--- src/sv/forest_completion_tree_counter_defines.svh ---
// ---------------------------------------------------------------------------
// Assertion macros for the forest completion tree counter
// Shared shorthand for the concurrent checks of the block, clocked on clk_i
// and disabled while rst_ni is low.
// ---------------------------------------------------------------------------
`ifndef FOREST_COMPLETION_TREE_COUNTER_DEFINES_SVH
`define FOREST_COMPLETION_TREE_COUNTER_DEFINES_SVH

// Same-cycle implication.
`define FCTC_ASSERT_SAME(lbl, ante, cons, msg) \
  lbl: assert property (@(posedge clk_i) disable iff (!rst_ni) (ante) |-> (cons)) \
    else $error(msg);

// Next-cycle implication.
`define FCTC_ASSERT_NEXT(lbl, ante, cons, msg) \
  lbl: assert property (@(posedge clk_i) disable iff (!rst_ni) (ante) |=> (cons)) \
    else $error(msg);

`endif

--- src/sv/fctc_pkg.sv ---
// ---------------------------------------------------------------------------
// fctc_pkg
// Types and constants shared by the forest completion tree counter modules.
// ---------------------------------------------------------------------------
`timescale 1ns / 1ps

package fctc_pkg;

  // Default store depth.
  localparam int unsigned FCTC_MAX_VERTICES = 4096;

  // Widths fixed by the interface.
  localparam int unsigned VTX_W = 13;
  localparam int unsigned MOD_W = 30;

  // Modulus of the count.
  localparam logic [MOD_W-1:0] FCTC_MODULUS = 30'd987654323;

  // Write enables of the three store fields.
  typedef struct packed {
    logic parent;
    logic size;
    logic rank;
  } fctc_wen_t;

  // Sequencer states.
  typedef enum logic [3:0] {
    ST_CLEAR,
    ST_IDLE,
    ST_FIND_RD,
    ST_FIND_CHK,
    ST_UNION_P,
    ST_UNION_S,
    ST_SCAN_RD,
    ST_SCAN_CHK,
    ST_SCAN_MUL,
    ST_SCAN_END,
    ST_EXP_CHK,
    ST_EXP_MUL,
    ST_EXP_SQR,
    ST_FINAL
  } fctc_state_e;

endpackage

--- src/sv/fctc_mulmod.sv ---
// ---------------------------------------------------------------------------
// fctc_mulmod
// Bit-serial modular multiplier: one bit of the first operand per cycle.
// ---------------------------------------------------------------------------
`timescale 1ns / 1ps

module fctc_mulmod import fctc_pkg::*; (
  input  logic             clk_i,
  input  logic             rst_ni,
  input  logic             start_i,
  input  logic [MOD_W-1:0] a_i,
  input  logic [MOD_W-1:0] b_i,
  output logic             done_o,
  output logic [MOD_W-1:0] res_o
);

  localparam int unsigned CNT_W = $clog2(MOD_W);
  localparam int unsigned T_W   = MOD_W + 2;

  logic             busy_q, busy_d;
  logic             done_q, done_d;
  logic [CNT_W-1:0] cnt_q, cnt_d;
  logic [MOD_W-1:0] acc_q, acc_d;
  logic [MOD_W-1:0] a_q, a_d;
  logic [MOD_W-1:0] b_q, b_d;
  logic [T_W-1:0]   sum;
  logic [T_W-1:0]   sub1;
  logic [T_W-1:0]   sub2;

  // Double the accumulator, add the operand and fold back below the modulus.
  always_comb begin
    sum  = {1'b0, acc_q, 1'b0} + (a_q[MOD_W-1] ? T_W'(b_q) : '0);
    sub1 = sum - T_W'(FCTC_MODULUS);
    sub2 = sum - {1'b0, FCTC_MODULUS, 1'b0};
  end

  // Step control.
  always_comb begin
    busy_d = busy_q;
    done_d = 1'b0;
    cnt_d  = cnt_q;
    acc_d  = acc_q;
    a_d    = a_q;
    b_d    = b_q;
    if (start_i) begin
      busy_d = 1'b1;
      cnt_d  = CNT_W'(MOD_W - 1);
      acc_d  = '0;
      a_d    = a_i;
      b_d    = b_i;
    end else if (busy_q) begin
      if (sum >= {1'b0, FCTC_MODULUS, 1'b0}) begin
        acc_d = sub2[MOD_W-1:0];
      end else if (sum >= T_W'(FCTC_MODULUS)) begin
        acc_d = sub1[MOD_W-1:0];
      end else begin
        acc_d = sum[MOD_W-1:0];
      end
      a_d = {a_q[MOD_W-2:0], 1'b0};
      cnt_d = cnt_q - 1'b1;
      if (cnt_q == '0) begin
        busy_d = 1'b0;
        done_d = 1'b1;
      end
    end
  end

  always_ff @(posedge clk_i or negedge rst_ni) begin
    if (!rst_ni) begin
      busy_q <= 1'b0;
      done_q <= 1'b0;
    end else begin
      busy_q <= busy_d;
      done_q <= done_d;
    end
  end

  always_ff @(posedge clk_i) begin
    cnt_q <= cnt_d;
    acc_q <= acc_d;
    a_q   <= a_d;
    b_q   <= b_d;
  end

  assign done_o = done_q;
  assign res_o  = acc_q;

endmodule

--- config.mk ---
export PLATFORM = sky130hd
export DESIGN_NAME = fctc_mulmod
export DESIGN_NICKNAME = d
export VERILOG_FILES = /design/src/sv/forest_completion_tree_counter_defines.svh /design/src/sv/fctc_pkg.sv /design/src/sv/fctc_mulmod.sv
export SDC_FILE = /design/constraint.sdc
export NUM_CORES = 1
export LEC_CHECK = 0
export ABC_AREA = 1
export CAP_MARGIN = 20
export CORE_MARGIN = 4
export CORE_UTILIZATION = 51
export DETAILED_ROUTE_END_ITERATION = 10
export DONT_BUFFER_PORTS = 1
export HOLD_SLACK_MARGIN = 0.1
export PLACE_DENSITY = 0.66
export RECOVER_POWER = 100
export SETUP_SLACK_MARGIN = 0.5
export SLEW_MARGIN = 5
export SYNTH_ARGS = -nofsm -noshare
export SYNTH_HDL_FRONTEND = slang
export SYNTH_SLANG_ARGS = --single-unit
export TNS_END_PERCENT = 20
--- constraint.sdc ---
create_clock -name clk_i -period 7.9 [get_ports clk_i]
set_input_delay 1.975 -clock clk_i [delete_from_list [all_inputs] [get_ports clk_i]]
set_output_delay 1.975 -clock clk_i [all_outputs]
set_load 0.03 [all_outputs]
-- Word level (Yosys, flattened, before mapping)
Index checks and enable logic that the tools add are counted.
- mux-type cells: 11
- magnitude comparators: 2
- reduce and logical (&&, ||, !) cells: 2
- add/subtract/negate cells: 4
- operators by type and width (kind ; count):
    $mux W30 ; 5
    $sub A30 B30 Y30 const B ; 2
    $add A31 B30 Y32 ; 1
    $ge A32 B30 Y1 const B ; 1
    $ge A32 B31 Y1 const B ; 1
    $mux W1 ; 6
    $logic_not A5 Y1 ; 1
    $sub A5 B1 Y5 const B ; 1
    $reduce_bool A2 Y1 ; 1
- flip-flop bits (word level): 97
- logic and storage cells: 25
- output and inout bits: 31

-- Logic depth before layout (Yosys ltp)
Gate-level depths: netlist of the first run.
- depth after elaboration: 5
- depth in mapped cells: 29
- depth with buffers taken out: 27

-- Worst setup path after synthesis of the first run
Ideal clock, no wire load.
- path kind: register to register
- from: register a_q[29]
- to: register acc_q[27] (netlist: res_o[27])
- library setup time: 0.113 ns
- required time: 7.787 ns
- arrival: 3.243 ns
- cell stages (with the launch flop): 24
- setup slack: 4.544 ns
- cell sequence: edfxtp_1 clkbuf_1 clkbuf_1 nand2_1 inv_1 ha_1 fa_1 inv_1 ha_1 nand2_1 nand3_1 nand3_1 nand2_1 nand2_1 nand3_1 nand3_1 nand3_2 nand2_1 o21ai_0 nand3_1 nand2_1 nand2_1 nand3_1 nand2_1
- word-level cells in the longest chain between the ends: 5
- RTL lines (what ; line ; source):
    from (decl) ; fctc_mulmod.sv:24 ; logic [MOD_W-1:0] a_q, a_d;
    from (signal assigned) ; fctc_mulmod.sv:81 ; a_q <= a_d;
    $mux W30 (*) ; fctc_mulmod.sv:32 ; sum = {1'b0, acc_q, 1'b0} + (a_q[MOD_W-1] ? T_W'(b_q) : '0);
    $add A31 B30 Y32 (*) ; fctc_mulmod.sv:32 ;
    $sub A30 B30 Y30 or $ge A32 B30 Y1 (tied branches) ; fctc_mulmod.sv:33, fctc_mulmod.sv:54 ;
    $mux W30 ; fctc_mulmod.sv:54 ; end else if (sum >= T_W'(FCTC_MODULUS)) begin
    $mux W30 (*) ; fctc_mulmod.sv:52 ; if (sum >= {1'b0, FCTC_MODULUS, 1'b0}) begin
    to (signal assigned) ; fctc_mulmod.sv:80 ; acc_q <= acc_d;
    to (decl) ; fctc_mulmod.sv:23 ; logic [MOD_W-1:0] acc_q, acc_d;
Every way passes the cells marked *; elsewhere a longest branch is shown, timed or not.
A chain may end at the register's enable or synchronous reset.

-- Final worst setup path of the first run
Ends and elaborated chain as after synthesis.

==> flow_summary.toml, run 1 <==
[synthesis]
synth_async_sr_flop_share_pct = 2.06
synth.top_cell.area_share_pct = 29.5
avgSynthCellArea_um2 = 5.84
ys.flop_type = "edfxtp_1"
yosysTopAreaCell = "nand2_1"
synth-seq-cells = 97
synth_seq_area_share_pct = 28.2
postSynthCellCount = 1549
synth_edf_count = 60
yosysWarnings = 0
synth_area_leaders = "nand2_1 30%, edfxtp_1 20%, inv_1 9.1%"
synth.net_count = 1647
netlist_area_um2 = 9040
synth_cell_type_count = 36

[setup_path]
crit_top_cell = "nand2_1"
worstSetupPathType = "reg2reg"
max_stage_delay_ns = 1.51
setup.worst_path.start_class = "flip-flop"
worst_setup_path_end_kind = "flip-flop"
critical_path_arrival_ns = 6.05
cp_max_fo = 31
worst-endpoint-required_ns = 8.15
path_cells = "nand2_1, inv_1, ha_1, fa_1, nand2_1, nand2_1, nand3_1, nand2_1, nand2_1, nand2_1, nand2_1, nand2_1, nor2_1, nor2_1, nand2_1, nand2_1, nand2_1, nand2_2, nor2_1, nand3_1, nand2_1, nand2_1, nand3_1, nand2_1"
critPathSlowestCell = "nor2_1"

[timing]
finalCriticalPeriod_ns = 5.80
finClkSkew_ns = 0.0150
max_freq_ghz = 0.172
report.final.slew_viol_count = 32
relSlewSlack_pct = -36.0
tightest_slew_ns = 2.03
hold_viol = 0
period_share_pct = 73.4
setup-violations-final = 0
rsz0062_at_grt = "false"
finalSetupTns_ns = 0

[detailed_routing]
drtIter0Drc = 827
wl_met1_um = 12200
first_pass_iters = 5
routed.top_layer = "met4"
wl_met2_um = 11300
met3_length_um = 2170
wl_per_cell_um = 15.0
route.detailed.drc = 0
vias = 9184
wirelength_um = 26300
vias_per_cell = 5.22
final_antenna_net_count = 0

[cts]
cts_buffers = 9
cts_setup_buffers = 0
clk_latency_ns = 0.37
cts_resized = 0
cts_tree = "yes"
cts_buffer_depth = 2
h-tree-depth = 3
path_clk_slew_ns = 0.07
cts.sink_count = 97
cts_hold_buffers = 0
root_buffer = "clkbuf_16"

[layout]
fin_area_um2 = 9430
nNetsFinal = 1627
antenna_cells = 0
drive_above_1_share_pct = 4.37
area_growth_pct = 4.32

[placement]
port_buffers = 0
gp_congestion = 0.947
placedInstanceArea_um2 = 9160
hpwl_um = 21000

[run]
max_cap_viol_count = 1

[die]
io_pins = 94
core_um2 = 17400
std_cell_rows = 48
die_y_um = 141
start_util_pct = 52.1
fp.dieArea_um2 = 19900
die_w_um = 141

[global_route]
grt_pass1_vias = 8416
grt_usage_pct = 26.7
grt_max_degree = 87
antenna_found_initial = 0
grt_first_pass_wirelength_um = 42400
globalRouteOverflowTotal = 0

[min_path]
holdCritPathClass = "reg2reg"

[pwr]
p_per_area_nw_per_um2 = 339
power_leakage_nw = 5.39
peakVddDrop_uv = 172

[outcome]
violations = "capacitance limit, slew limit"
status = "complete, but fails checks"
-- synth_stat cells, types with 3 or more instances --
cell and count:
a21oi_1 23, ha_1 34, inv_2 8, clkbuf_1 14
nand2_1 711, nand3_2 5, and2_1 7, buf_6 4
nor2_2 12, edfxtp_1 60, o21ai_0 20, buf_1 4
xnor2_1 4, buf_4 4, xor2_1 26, inv_1 220
nor2_1 142, a21oi_2 3, nor3_1 6, nand3_1 125
nand4_1 36, buf_2 9, o21ai_1 3, dfxtp_1 35
nand2_2 19
-- where the power goes --
part	internal (W)	total [W]	switching [W]
logic	0.000575	0.00190	0.00133
clock network	0.000220	0.000436	0.000216
registers	0.000632	0.000857	0.000226
total	0.00143	0.00320	0.00177
-- logic make-up (layout without fill, tap and decap cells) --
logic type / count (synthesis) / count (layout) / synth area share [%]
xor gates and xnor gates: 30 / 30 / 2.91
adders and majority gates: 35 / 35 / 4.93
AOI/OAI and AO/OA: 52 / 52 / 3.07
buffers and inverters: 265 / 250 / 11.6
and+or+nand+nor: 1070 / 1070 / 49.2
DFF: 97 / 97 / 28.2
-- layout by cell type, fill, tap and decap left out, types with 3 or more instances in the layout --
| cell | count |
|---|---|
| inv_2 | 8 |
| o21ai_0 | 21 |
| dfxtp_1 | 35 |
| edfxtp_1 | 60 |
| and2_1 | 7 |
| nand2_1 | 712 |
| xnor2_1 | 4 |
| nand3_2 | 4 |
| nand3_1 | 126 |
| nor3_1 | 6 |
| clkinv_2 | 3 |
| ha_1 | 34 |
| nand2_2 | 18 |
| nor2_1 | 144 |
| a21oi_2 | 3 |
| inv_1 | 220 |
| buf_4 | 3 |
| nand4_1 | 36 |
| xor2_1 | 26 |
| clkbuf_16 | 9 |
| nor2_2 | 11 |
| a21oi_1 | 23 |
-- per-stage QoR --
| stage | power [W] | hold slack (ns) | utilization (%) | instances | setup slack (ns) |
|---|---|---|---|---|---|
| finish | 0.00320 | 0.501 | 54.3 | 1759 | 2.10 |
| global route | 0.00349 | 0.524 | 54.3 | 1759 | 1.37 |
| CTS | 0.00317 | 0.501 | 54.4 | 1758 | 3.06 |
| detailed placement | 0.00273 | 0.484 | 52.8 | 1742 | 3.09 |
| global placement | 0.00273 | 0.484 | 52.8 | 1742 | 3.24 |
| floorplan | 0.00228 | 0.456 | - | 1549 | 4.54 |
-- layout make-up --
type                       count  area [µm²]
clock buffer                   9         225
clock inverter                 7        62.6
fill                        1822        7930
inverter                     230         865
multi-input combinational   1187        5420
sequential                    97        2550
tap                          225         282
timing repair buffer           4        26.3
-- flip-flops by register name, summed over array words and instances (netlist names) --
name	flops
a_q	30
b_q	30
res_o	30
cnt_q	5
busy_q	1
done_o	1
-- worst max-delay path: cells and delay by family, from the launching register on --
| family | cells | cell delay (ns) |
|---|---|---|
| buf+inv | 1 | 0.06 |
| simple gates | 21 | 4.18 |
| fa+ha+maj | 2 | 0.66 |
| flops | 1 | 0.79 |
-- worst paths after layout --
path	start	end	slack, ns	depth (start not counted)
max in group asynchronous	rst_ni	busy_q	6.53	0
worst min register to register	cnt_q[0]	cnt_q[0]	0.50	2
worst max register to register	a_q[29]	res_o[27]	2.10	24
worst max-delay path	a_q[29]	res_o[27]	2.10	24
worst min-delay path	cnt_q[0]	cnt_q[0]	0.50	2
min in group asynchronous	rst_ni	done_o	1.30	0
-- per-layer routing --
metal	track usage, %	vias to the layer above
met5	0	-
met4	8.21	0
met3	4.51	41
met2	40.5	327
met1	38.8	4073
li1	-	4743
No activity file was read; power rests on OpenSTA's default activity.
==> run 2, diff against run 1 <==
==> constraint.sdc (replaced) <==
create_clock -name clk_i -period 5.9 [get_ports clk_i]
set_input_delay 1.475 -clock clk_i [delete_from_list [all_inputs] [get_ports clk_i]]
set_output_delay 1.475 -clock clk_i [all_outputs]
set_load 0.03 [all_outputs]
==> flow_summary.toml, run 2 (synthesized netlist as in run 1, its figures left out) <==
[outcome]
status = "complete, but fails checks"
violations = "capacitance limit, slew limit"

[die]
io_pins = 94
start_util_pct = 52.1
die_w_um = 141
fp.dieArea_um2 = 19900
core_um2 = 17400
die_y_um = 141
std_cell_rows = 48

[timing]
finalCriticalPeriod_ns = 4.88
hold_viol = 0
finClkSkew_ns = 0.0118
report.final.slew_viol_count = 43
tightest_slew_ns = 2.35
period_share_pct = 82.8
rsz0062_at_grt = "false"
max_freq_ghz = 0.205
finalSetupTns_ns = 0
setup-violations-final = 0
relSlewSlack_pct = -56.7

[cts]
cts_tree = "yes"
clk_latency_ns = 0.36
cts_buffers = 9
cts_resized = 0
h-tree-depth = 3
cts.sink_count = 97
cts_hold_buffers = 0
cts_setup_buffers = 0
path_clk_slew_ns = 0.07
cts_buffer_depth = 2
root_buffer = "clkbuf_16"

[global_route]
grt_max_degree = 87
globalRouteOverflowTotal = 0
grt_usage_pct = 27.0
antenna_found_initial = 2
grt_pass1_vias = 8573
grt_first_pass_wirelength_um = 43300

[detailed_routing]
route.detailed.drc = 0
wl_per_cell_um = 15.2
final_antenna_net_count = 0
wirelength_um = 26700
drtIter0Drc = 697
vias = 9338
first_pass_iters = 6
vias_per_cell = 5.30

[min_path]
hold_end = "cnt_q[0]"
holdCritPathClass = "reg2reg"
whs_path_depth = 2
hold_start = "cnt_q[0]"

[setup_path]
setup.worst_path.start_class = "flip-flop"
worst-endpoint-required_ns = 6.15
worst_setup_path_end_kind = "flip-flop"
path_buf_inv = 2
rr_worst_depth = 25
max_stage_delay_ns = 1.07
reg2reg_to = "res_o[27]"
critPathTopFamily = "simple AND/OR/NAND/NOR gates"
worstSetupPathType = "reg2reg"
crit_top_cell = "nand2_1"
critPathSlowestCell = "nor2_2"
r2r_start = "a_q[29]"
critical_path_arrival_ns = 5.13
crit_start = "a_q[29]"
cp_max_fo = 31
rrSetupSlack_ns = 1.02

[layout]
fin_util_pct = 54.4
drive_above_1_share_pct = 4.43
final_common_cell = "nand2_1"
area_growth_pct = 4.51
final_cell_mix = "712 x nand2_1, 220 x inv_1, 143 x nor2_1"
antenna_cells = 0
nNetsFinal = 1629

[pwr]
peakVddDrop_uv = 210
power_leakage_nw = 5.39
p_per_area_nw_per_um2 = 455
p_total_w = 0.00430

[run]
max_cap_viol_count = 1

[placement]
hpwl_um = 21100
gp_congestion = 0.951
port_buffers = 0
-- run 2: worst max path at each step --
stage                           end  slack (ns)  depth (start not counted)
final                     res_o[27]        1.02                         25
after global routing      res_o[22]        0.52                         25
after CTS                 res_o[12]        1.44                         24
after detailed placement   res_o[2]        1.48                         23
after global placement    res_o[14]        1.53                         24
after floorplan           res_o[27]        2.54                         23
-- run 2: per-stage QoR --
stage / area [µm²] / setup WS, ns / std cells / hold slack (ns)
CTS: 9470 / 1.44 / 1760 / 0.489
global placement: 9170 / 1.53 / 1744 / 0.478
floorplan: 9040 / 2.54 / 1549 / 0.456
detailed placement: 9170 / 1.48 / 1744 / 0.479
global route: 9450 / 0.518 / 1761 / 0.534
finish: 9450 / 1.02 / 1761 / 0.489
-- run 2: area by class of cell --
class / count / area [µm²]
fill: 1844 / 7910
multi-input combinational: 1187 / 5420
sequential: 97 / 2550
inverter: 230 / 865
tap: 225 / 282
clock buffer: 9 / 225
clock inverter: 7 / 71.3
timing repair buffer: 6 / 37.5
-- run 2: worst register-to-register path: stages, from the launching register on --
cell	delay (ns)
edfxtp_1	0.37
buf_4	0.24
nand2_1	0.09
inv_1	0.04
ha_1	0.22
fa_1	0.41
nand2_1	0.10
nand2_1	0.09
nand3_1	0.14
nand2_1	0.14
nand2_1	0.13
nand2_1	0.08
nand2_1	0.06
nand2_1	0.24
nor2_1	0.38
nor2_1	0.09
nand2_1	0.07
nand2_1	0.04
nand2_1	0.13
nand2_2	0.07
nor2_2	1.07
nand3_1	0.25
nand2_1	0.13
nand2_1	0.05
nand3_1	0.07
nand2_1	0.05
-- run 2: metal layers --
layer | vias up | GRT usage (%) | part of all wire, %
li1 | 4739 | - | -
met1 | 4227 | 38.5 | 47
met2 | 323 | 42.3 | 44
met3 | 47 | 4.75 | 7.5
met4 | 2 | 7.45 | 2.0
met5 | - | 0 | 0.026
-- run 2: power breakdown --
part | switching, W | internal (W)
clock network | 0.000296 | 0.000298
logic | 0.00179 | 0.000774
registers | 0.000289 | 0.000845
==> run 3, diff against run 2 <==
--- a/config.mk
+++ b/config.mk
@@ -5,7 +5,7 @@
 export SDC_FILE = /design/constraint.sdc
 export NUM_CORES = 1
 export LEC_CHECK = 0
-export ABC_AREA = 1
+export ABC_AREA = 0
 export CAP_MARGIN = 20
 export CORE_MARGIN = 4
 export CORE_UTILIZATION = 51
==> constraint.sdc (replaced) <==
create_clock -name clk_i -period 4.5 [get_ports clk_i]
set_input_delay 1.125 -clock clk_i [delete_from_list [all_inputs] [get_ports clk_i]]
set_output_delay 1.125 -clock clk_i [all_outputs]
set_load 0.03 [all_outputs]
==> flow_summary.toml, run 3 <==
[setup_path]
worst_setup_path_end_kind = "flip-flop"
worst-endpoint-required_ns = 4.80
worstSetupPathType = "reg2reg"
cp_max_fo = 16
critical_path_arrival_ns = 4.80
setup.worst_path.start_class = "flip-flop"

[pwr]
p_per_area_nw_per_um2 = 629
peakVddDrop_uv = 373
power_leakage_nw = 3.83
p_total_w = 0.00606

[run]
max_cap_viol_count = 0

[global_route]
antenna_found_initial = 0
grt_usage_pct = 29.5
grt_first_pass_wirelength_um = 38500
grt_pass1_vias = 7108
grt_max_degree = 93
globalRouteOverflowTotal = 0

[timing]
finClkSkew_ns = 0.00929
setup-violations-final = 1
rsz0062_at_grt = "true"
fin_ws_ns = -0.00244
period_share_pct = 100
finalCriticalPeriod_ns = 4.50
hold_viol = 0
finalSetupTns_ns = -0.00244
max_freq_ghz = 0.222
relSlewSlack_pct = 32.8
tightest_slew_ns = 1.01
report.final.slew_viol_count = 0

[synthesis]
yosysWarnings = 0
avgSynthCellArea_um2 = 9.13
synth_edf_count = 60
synth.top_cell.area_share_pct = 24.1
synth_cell_type_count = 95
synth-seq-cells = 97
yosys-top-cells-count = "72 x nor2_1, 65 x nand2_1, 60 x edfxtp_1, 52 x a21oi_1, 38 x and2_1"
ys.flop_type = "edfxtp_1"
postSynthCellCount = 818
synth_async_sr_flop_share_pct = 2.06
yosysMostFrequentCell = "nor2_1"
synth_area_leaders = "edfxtp_1 24%, dfxtp_1 9.4%, ha_1 5.7%"
yosysTopAreaCell = "edfxtp_1"
synth_seq_area_share_pct = 34.2
synth.net_count = 916
netlist_area_um2 = 7470

[detailed_routing]
wl_per_cell_um = 21.6
first_pass_iters = 5
wirelength_um = 24600
route.detailed.drc = 0
vias_per_cell = 6.30
final_antenna_net_count = 0
vias = 7187
drtIter0Drc = 547

[placement]
gp_congestion = 0.969
hpwl_um = 18500
port_buffers = 0

[layout]
seq_area_um2 = 2550
multi_input_area_um2 = 5120
nNetsFinal = 1054
final_common_cell = "buf_4"
final_cell_mix = "172 x buf_4, 69 x nor2_1, 63 x nand2_1"
n_fill_cell = 1140
antenna_cells = 0
drive_above_1_share_pct = 36.4
area_growth_pct = 28.8

[outcome]
violations = "setup timing"
status = "complete, but fails checks"

[die]
die_w_um = 129
fp.dieArea_um2 = 16700
die_y_um = 129
core_um2 = 14100
io_pins = 94
std_cell_rows = 43
start_util_pct = 53.0

[cts]
path_clk_slew_ns = 0.08
cts.sink_count = 97
cts_buffer_depth = 2
root_buffer = "clkbuf_16"
cts_buffers = 9
clk_latency_ns = 0.36
cts_tree = "yes"
h-tree-depth = 3

[min_path]
holdCritPathClass = "in2async"
[run 3: cell types whose count changed in the layout (fill, tap and decap cells not counted), moves of 16 or more]
cell / previous run / this run
inv_1: 220 / 15
nor2_1: 143 / 69
mux2_2: 0 / 31
a211oi_1: 0 / 17
and2_1: 7 / 35
buf_4: 4 / 172
nand2_1: 712 / 63
xor2_1: 26 / 8
xnor2_1: 4 / 21
nand3_1: 127 / 16
a21o_1: 0 / 16
a21oi_1: 23 / 45
nand4_1: 36 / 11
[run 3: area by class of cell]
type                       instances  share of cell area [%]
clock inverter                     7                   0.845
clock buffer                       9                    2.34
tap                              180                    2.34
timing repair buffer             177                    14.2
sequential                        97                    26.5
multi-input combinational        656                    53.2
inverter                          15                   0.585
[run 3: worst paths after layout]
path,startpoint,end,slack [ns],cells after the start
setup / recovery,a_q[29],res_o[11],-0.002,18
hold / removal,rst_ni,busy_q,0.45,0
setup reg to reg,a_q[29],res_o[11],-0.002,18
hold reg to reg,cnt_q[1],cnt_q[1],0.49,2
max in group asynchronous,rst_ni,done_o,3.98,0
min in group clk_i,cnt_q[1],cnt_q[1],0.49,2
[run 3: layer usage]
metal  track usage [%]  up-vias  wire length (µm)
met2              49.2      296             11800
met1              38.7     3448             10500
li1                  -     3380                 -
met3              5.40       63              1570
met4              10.3        0               764
met5                 0        -                 0
[run 3: timing repair]
| item | CTS | global route |
|---|---|---|
| hold endpoints to repair | 0 | 0 |
| pin swaps | 18 | 19 |
| hold buffers | 0 | 0 |
| endpoints found under the setup margin | 30 | 30 |
| cloned | 0 | 0 |
| gates resized for setup | 66 | 40 |
| buffers inserted | 11 | 5 |
[run 3: report_power, final]
part / switching [W] / internal [W] / total (W)
Sequential: 0.000146 / 0.00110 / 0.00125
Clock: 0.000424 / 0.000401 / 0.000825
Combinational: 0.00220 / 0.00179 / 0.00398
Total: 0.00277 / 0.00329 / 0.00606
[run 3: cells by family (layout without fill, tap and decap cells)]
kind of cell             after synthesis  in the layout  share of synthesized area, %
adder cells (fa/ha/maj)               35             35                          5.96
AO/OA/AOI/OAI                        257            257                          25.0
XOR/XNOR                              38             38                          4.66
multiplexers                          35             35                          5.27
AND/OR/NAND/NOR                      291            291                          20.2
flip-flops                            97             97                          34.2
buffers and inverters                 65            208                          4.81
[run 3: critical path, stage by stage (launching register included)]
cell and delay [ns]:
edfxtp_1 0.45, buf_12 0.18, and2_4 0.14, ha_4 0.16, fa_2 0.39, a211oi_4 0.35, o21ai_4 0.15, o21ai_4 0.24
a211oi_4 0.10, nor3_2 0.14, xor2_1 0.12, or3b_1 0.39, or4b_4 0.60, a22oi_2 0.23, buf_4 0.15, buf_8 0.12
o21ai_1 0.08, mux2_2 0.31, a21oi_1 0.13
[run 3: stage by stage]
stage / hold slack, ns / worst slack (ns) / area, µm² / std cells / util, %
6_report: 0.447 / -0.00244 / 9630 / 1141 / 68.3
4_1_cts: 0.439 / -0.00632 / 9410 / 1136 / 66.8
2_1_floorplan: 0.458 / 0.0273 / 7560 / 818 / -
3_3_place_gp: 0.468 / -0.117 / 8680 / 1109 / 61.6
5_1_grt: 0.431 / -0.141 / 9630 / 1141 / 68.3
3_5_place_dp: 0.485 / -0.200 / 8680 / 1109 / 61.6
